## src/hdl/gei_pkg.sv

```systemverilog
// Shared types, codes and constants for the GPIO edge interrupt controller.
`timescale 1ns / 1ps

package gei_pkg;

  localparam int unsigned PinCount = 16;
  localparam int unsigned PinIdxW  = (PinCount > 1) ? $clog2(PinCount) : 1;

  localparam logic [PinCount-1:0] PinsAllOnes  = '1;
  localparam logic [PinCount-1:0] PinsAllZeros = '0;

  // Bus access kind carried with each request
  typedef enum logic [1:0] {
    FuncNone  = 2'd0,
    FuncRead  = 2'd1,
    FuncWrite = 2'd2
  } func_e;

  // Register selector
  typedef enum logic [1:0] {
    RegMask   = 2'd0,
    RegStatus = 2'd1,
    RegPins   = 2'd2
  } reg_sel_e;

  typedef struct packed {
    logic [1:0]          func;
    logic [1:0]          reg_select;
    logic [PinCount-1:0] write_data;
    logic [PinCount-1:0] pin_levels;
  } gei_req_t;

  typedef struct packed {
    logic [PinCount-1:0] read_data;
    logic [PinCount-1:0] pending_bits;
    logic                cascade_request;
    logic [PinIdxW-1:0]  lowest_pending;
  } gei_result_t;

endpackage

```

## src/hdl/gpio_edge_interrupt_controller.sv

```systemverilog
// Top level of the GPIO edge interrupt controller: stream ports and pipeline registers.
//
//   Channel   Direction  Contents
//   s_axis    in         request: tuser = func, reg_select; tdata = write_data, pin_levels
//   m_axis    out        result: read_data, pending_bits, cascade_request, lowest_pending
//   cfg       in         edge_polarity write (write enable + data)
//
// One request per clock sustained while m_axis is ready; a result passes through the input register,
// then the result register, before it is offered on m_axis.
// The interrupt state updates as a request moves from the input register into
// the result register, so results appear in request order.
// A stall on m_axis holds the result register and backs up into the input register.
// Reset (rst_ni low, asynchronous) masks every pin, clears status, previous pins
// and edge_polarity, and empties both registers.
`timescale 1ns / 1ps

module gpio_edge_interrupt_controller (
  input  logic        clk_i,
  input  logic        rst_ni,
  // Configuration: edge_polarity
  input  logic        cfg_we_i,
  input  logic [15:0] cfg_wdata_i,
  // Request stream
  input  logic        s_axis_tvalid_i,
  output logic        s_axis_tready_o,
  input  logic [31:0] s_axis_tdata_i,   // [15:0] write_data, [31:16] pin_levels
  input  logic [3:0]  s_axis_tuser_i,   // [1:0] func, [3:2] reg_select
  // Result stream
  output logic        m_axis_tvalid_o,
  input  logic        m_axis_tready_i,
  output logic [39:0] m_axis_tdata_o    // [15:0] read_data, [31:16] pending_bits,
                                        // [32] cascade_request, [36:33] lowest_pending,
                                        // [39:37] zero
);

  localparam int unsigned ResW = 2 * gei_pkg::PinCount + 1 + gei_pkg::PinIdxW;

  logic [gei_pkg::PinCount-1:0] polarity_q;
  logic                         in_v_q;
  gei_pkg::gei_req_t            in_q;
  logic                         out_v_q;
  gei_pkg::gei_result_t         out_q;
  gei_pkg::gei_result_t         result;
  logic                         adv;
  logic                         s_fire;

  // Move a request forward when the result register is free or draining
  assign adv             = in_v_q && (!out_v_q || m_axis_tready_i);
  assign s_axis_tready_o = !in_v_q || adv;
  assign s_fire          = s_axis_tvalid_i && s_axis_tready_o;

  // Polarity register
  always_ff @(posedge clk_i or negedge rst_ni) begin
    if (!rst_ni) begin
      polarity_q <= gei_pkg::PinsAllZeros;
    end else if (cfg_we_i) begin
      polarity_q <= cfg_wdata_i;
    end
  end

  // Input register valid
  always_ff @(posedge clk_i or negedge rst_ni) begin
    if (!rst_ni) begin
      in_v_q <= 1'b0;
    end else if (s_axis_tready_o) begin
      in_v_q <= s_axis_tvalid_i;
    end
  end

  // Input register payload
  always_ff @(posedge clk_i) begin
    if (s_fire) begin
      in_q.func       <= s_axis_tuser_i[1:0];
      in_q.reg_select <= s_axis_tuser_i[3:2];
      in_q.write_data <= s_axis_tdata_i[15:0];
      in_q.pin_levels <= s_axis_tdata_i[31:16];
    end
  end

  gei_core u_core (
    .clk_i      (clk_i),
    .rst_ni     (rst_ni),
    .adv_i      (adv),
    .req_i      (in_q),
    .polarity_i (polarity_q),
    .result_o   (result)
  );

  // Result register valid
  always_ff @(posedge clk_i or negedge rst_ni) begin
    if (!rst_ni) begin
      out_v_q <= 1'b0;
    end else if (!out_v_q || m_axis_tready_i) begin
      out_v_q <= in_v_q;
    end
  end

  // Result register payload
  always_ff @(posedge clk_i) begin
    if (adv) begin
      out_q <= result;
    end
  end

  assign m_axis_tvalid_o = out_v_q;
  assign m_axis_tdata_o  = {(40 - ResW)'(0), out_q.lowest_pending, out_q.cascade_request,
                            out_q.pending_bits, out_q.read_data};

endmodule

```

## src/hdl/gei_prio.sv

```systemverilog
// Lowest-set-bit priority encoder over the pending pins.
`timescale 1ns / 1ps

module gei_prio (
  input  logic [gei_pkg::PinCount-1:0] pending_i,
  output logic                         any_o,
  output logic [gei_pkg::PinIdxW-1:0]  index_o
);

  // Scan from the top down so the lowest set bit wins; zero when none set
  always_comb begin
    index_o = '0;
    for (int i = gei_pkg::PinCount - 1; i >= 0; i--) begin
      if (pending_i[i]) begin
        index_o = gei_pkg::PinIdxW'(i);
      end
    end
  end

  assign any_o = |pending_i;

endmodule

```

## src/hdl/gei_core.sv

```systemverilog
// Interrupt state, edge detection, register access and pending logic.
`timescale 1ns / 1ps

module gei_core (
  input  logic                         clk_i,
  input  logic                         rst_ni,
  input  logic                         adv_i,
  input  gei_pkg::gei_req_t            req_i,
  input  logic [gei_pkg::PinCount-1:0] polarity_i,
  output gei_pkg::gei_result_t         result_o
);

  logic [gei_pkg::PinCount-1:0] mask_q, mask_d;
  logic [gei_pkg::PinCount-1:0] status_q, status_d;
  logic [gei_pkg::PinCount-1:0] prev_q;
  logic [gei_pkg::PinCount-1:0] pins;
  logic [gei_pkg::PinCount-1:0] rising, falling, edges, asserted, pending;
  logic [gei_pkg::PinCount-1:0] rdata;
  logic                         is_read, is_write;
  logic                         any_pending;
  logic [gei_pkg::PinIdxW-1:0]  lowest;

  assign pins     = req_i.pin_levels;
  assign is_read  = (req_i.func == gei_pkg::FuncRead);
  assign is_write = (req_i.func == gei_pkg::FuncWrite);

  // Read mux: mask and status show their value before this request
  always_comb begin
    rdata = gei_pkg::PinsAllZeros;
    if (is_read) begin
      unique case (req_i.reg_select)
        gei_pkg::RegMask:   rdata = mask_q;
        gei_pkg::RegStatus: rdata = status_q;
        gei_pkg::RegPins:   rdata = pins;
        default:            rdata = gei_pkg::PinsAllZeros;
      endcase
    end
  end

  // Detect edges in each pin's trigger sense
  assign rising  = pins & ~prev_q;
  assign falling = prev_q & ~pins;
  assign edges   = (polarity_i & rising) | (~polarity_i & falling);

  // Apply writes; a fresh edge overrides a write-1-to-clear
  always_comb begin
    mask_d   = mask_q;
    status_d = status_q;
    if (is_write && req_i.reg_select == gei_pkg::RegMask) begin
      mask_d = req_i.write_data;
    end
    if (is_write && req_i.reg_select == gei_pkg::RegStatus) begin
      status_d = status_q & ~req_i.write_data;
    end
    status_d = status_d | edges;
  end

  // Level asserted: high for rising pins, low for falling pins
  assign asserted = (polarity_i & pins) | ~(polarity_i | pins);
  assign pending  = ~mask_d & (status_d | asserted);

  gei_prio u_prio (
    .pending_i (pending),
    .any_o     (any_pending),
    .index_o   (lowest)
  );

  assign result_o.read_data       = rdata;
  assign result_o.pending_bits    = pending;
  assign result_o.cascade_request = any_pending;
  assign result_o.lowest_pending  = lowest;

  // Advance state when the request moves into the result register
  always_ff @(posedge clk_i or negedge rst_ni) begin
    if (!rst_ni) begin
      mask_q   <= gei_pkg::PinsAllOnes;
      status_q <= gei_pkg::PinsAllZeros;
      prev_q   <= gei_pkg::PinsAllZeros;
    end else if (adv_i) begin
      mask_q   <= mask_d;
      status_q <= status_d;
      prev_q   <= pins;
    end
  end

  // An edge of an advancing request always ends up latched in status
  a_edge_latch: assert property (@(posedge clk_i) disable iff (!rst_ni)
    adv_i |=> ((status_q & $past(edges)) == $past(edges)))
    else $error("edge not latched in status");

  // A mask write takes effect for the next request
  a_mask_write: assert property (@(posedge clk_i) disable iff (!rst_ni)
    (adv_i && is_write && req_i.reg_select == gei_pkg::RegMask)
      |=> (mask_q == $past(req_i.write_data)))
    else $error("mask write lost");

  // Previous pins track the last processed request
  a_prev_pins: assert property (@(posedge clk_i) disable iff (!rst_ni)
    adv_i |=> (prev_q == $past(pins)))
    else $error("previous pins not updated");

  // State holds while no request advances
  a_state_hold: assert property (@(posedge clk_i) disable iff (!rst_ni)
    !adv_i |=> ($stable(mask_q) && $stable(status_q) && $stable(prev_q)))
    else $error("state changed without a request");

endmodule

```

## config.mk

```make
export PLATFORM = sky130hd
export DESIGN_NAME = gpio_edge_interrupt_controller
export DESIGN_NICKNAME = d
export VERILOG_FILES = /design/src/hdl/gei_pkg.sv /design/src/hdl/gpio_edge_interrupt_controller.sv /design/src/hdl/gei_prio.sv /design/src/hdl/gei_core.sv
export SDC_FILE = /design/constraint.sdc
export NUM_CORES = 1
export LEC_CHECK = 0
export ABC_AREA = 0
export BUFFER_PORTS_ARGS = -buffer_cell sky130_fd_sc_hd__buf_2
export CAP_MARGIN = 20
export CORE_MARGIN = 1
export CORE_UTILIZATION = 56
export CTS_CLUSTER_SIZE = 10
export DETAILED_ROUTE_END_ITERATION = 16
export HOLD_SLACK_MARGIN = 0.02
export PLACE_DENSITY_LB_ADDON = 0.12
export RECOVER_POWER = 100
export SKIP_LAST_GASP = 1
export SLEW_MARGIN = 20
export SYNTH_ARGS = -nofsm -noshare
export SYNTH_HDL_FRONTEND = slang
export SYNTH_SLANG_ARGS = --single-unit
export TNS_END_PERCENT = 20
```

## constraint.sdc

```tcl
create_clock -name clk_i -period 3.1 [get_ports clk_i]
set_clock_uncertainty 0.05 [all_clocks]
set_input_delay 0.62 -clock clk_i [delete_from_list [all_inputs] [get_ports clk_i]]
set_output_delay 0.62 -clock clk_i [all_outputs]
set_load 0.01 [all_outputs]
```

==> metrics.yaml <==
status: "complete, but fails checks"
failed_checks: "max-capacitance violations, max-slew violations"
rsz0062_at_grt: "false"
diodes: 0
hold_buffers: 0
overflow: 0
yosysSeqAreaShare: 0.621
fin_area_um2: 7210
area_growth_pct: 15.8
num_vias: 4170
max_freq_mhz: 351
placed_area_um2: 6830
coreArea_um2: 10800
cts_buffers: 17
finish.net_count: 643
max_slew_margin: -0.0836
wl_per_cell_um: 17.6
p_leak_uw: 0.00276
dp_hpwl_mm: 8.82
die_height_um: 107
synth-seq-cells: 139
tightest_slew_ps: 1630
peakVddDrop_uv: 396
synthTopCellsByArea: "edfxtp_1 (35%), dfrtp_1 (20%), dfstp_2 (6.8%), mux2_2 (5.8%), a21oi_1 (3.8%)"
synth_cell_type_count: 48
clock_latency_ps: 530
drc: 0
period_needed_ps: 2850
slew_violations: 62
worstSetupStartpointType: "register"
crit_required_ps: 3340
cts.reportedPaths.clkPinSlew_ps: 60
cts_setup_buffers: 0
drive_gt1_frac: 0.235
numPortBuffers: 95
crit_type: "reg -> reg"
initial_utilization: 0.574
yosysTopAreaCell: "edfxtp_1"
grt_first_pass_wirelength_mm: 21.2
synth_edf_count: 73
dieArea_um2: 11500
finalPower_uw: 4970
vias_per_cell: 5.64
drt_first_pass_iters: 7
synth_ff_type: "edfxtp_1"
async_reset_ff_frac: 0.475
cts_buffer_depth: 2
min_path_type: "in -> reg"
setup_tns_ps: 0
row_count: 38
yosysWarnings: 0
antenna_found_initial: 0
synthCells: 486
avgSynthCellArea_um2: 12.8
worst-path-max-fanout: 17
final_util: 0.665
tritoncts: "done"
end_kind: "register"
routabilityCongestion: 0.873
max_cap_viol_count: 2
post_cts_resized: 0
synthesis.area_um2: 6220
worstPathArrival_ps: 3090
first_iter_violations: 196
grtUsageTotal: 0.246
period_share: 0.920
fp.dieW_um: 107
power_density_nw_per_um2: 689
grt_pass1_vias: 4145
cts-root-buf: "clkbuf_8"
cts.sinks: 139
ios: 99
setup_violations: 0
ant_nets: 0
yosysTopAreaCellShare: 0.352
routed_wl_mm: 13.0
grt_max_degree: 43
h-tree-depth: 4
final-hold-violation-count: 0
[power by group]
part           internal (uW)  switching, uW  total, uW  leakage, uW
Sequential              2280            196       2480      0.00141
Clock                    995            692       1690     0.000239
Combinational            361            441        801      0.00111
[per-stage QoR]
| step | worst slack (ps) | instances | hold WS [ps] |
|---|---|---|---|
| 2_1_floorplan | 699 | 488 | 274 |
| 3_3_place_gp | 409 | 707 | 414 |
| 3_5_place_dp | 345 | 707 | 424 |
| 4_1_cts | 322 | 739 | 57.0 |
| 5_1_grt | 108 | 739 | 199 |
| 6_report | 250 | 739 | 217 |
[path summary, 6_finish.rpt]
path | startpoint | to | slack, ps | depth (start not counted)
max in group asynchronous | rst_ni | u_core.status_q[3]$_DFFE_PN0P_ | 900 | 2
max reg2reg | in_q[33]$_DFFE_PP_ | m_axis_tdata_o[34]$_SDFFCE_PP0P_ | 250 | 5
min reg2reg | u_core.mask_q[10]$_DFFE_PN1P_ | u_core.mask_q[10]$_DFFE_PN1P_ | 450 | 2
min | s_axis_tdata_i[9] | in_q[25]$_DFFE_PP_ | 220 | 1
min in group asynchronous | rst_ni | polarity_q[14]$_DFFE_PN0P_ | 340 | 1
max | in_q[33]$_DFFE_PP_ | m_axis_tdata_o[34]$_SDFFCE_PP0P_ | 250 | 5
[registers in the layout, summed over array words and instances, names as in the netlist]
| signal | flops |
|---|---|
| u_core.prev_q | 16 |
| in_v_q | 1 |
| m_axis_tvalid_o | 1 |
| polarity_q | 16 |
| in_q | 36 |
| u_core.mask_q | 16 |
| m_axis_tdata_o | 37 |
| u_core.status_q | 16 |
[cell usage after synthesis (2+ instances only)]
master     count
and3_1         2
o21ai_0       16
nand3b_1       2
nand2_1       40
xnor2_1       16
nor3b_1       17
dfrtp_1       50
a211oi_1       2
mux2i_1       16
buf_6          3
a21oi_1       47
a221oi_2      10
nand2b_1       5
buf_4          3
nor2b_1       19
clkbuf_1      15
mux2_2        32
o2bb2ai_1      4
edfxtp_1      73
nor4_1         4
dfstp_2       16
buf_2          2
inv_1          2
nor2_1        50
mux2_1        15
and2_1         3
[per-layer routing]
metal | GRT usage | share of wire | up-vias
li1 | - | - | 1967
met1 | 0.348 | 0.46 | 2055
met2 | 0.378 | 0.46 | 131
met3 | 0.0515 | 0.058 | 17
met4 | 0.0900 | 0.013 | 0
met5 | 0 | 0 | -
[placed cells by master, fill, tap and decap left out, drive strengths merged, types with 17 or more instances in the layout]
cell    count
clkbuf     76
edfxtp     73
buf        54
nor2       50
dfrtp      50
a21oi      47
mux2       47
nand2      40
nor2b      19
nor3b      17
o21ai      17
[logic make-up (layout without fill, tap and decap cells)]
logic type | Yosys count | after routing | synth area share
buffers and inverters | 28 | 139 | 0.0229
other | 1 | 3 | 0.000603
AOI/OAI and AO/OA | 92 | 92 | 0.105
DFF | 139 | 139 | 0.621
muxes | 63 | 63 | 0.111
xor gates and xnor gates | 16 | 16 | 0.0225
and+or+nand+nor | 147 | 147 | 0.117
[critical path, stage by stage, from the launching register on]
cell and delay (ps):
edfxtp_1 560, or4b_4 770, a221oi_2 560, nor4_1 130, o311a_1 150, a2111oi_0 400
[final cells by class]
type,instances,area (um2)
clock buffers,27,462
clock inverters,5,23.8
fillers,867,3630
inverters,4,16.3
multi-input cells,321,2200
flip-flops and latches,139,3860
well taps,140,175
repair buffers,103,463
Note: power is estimated with default switching activity, not from simulation.
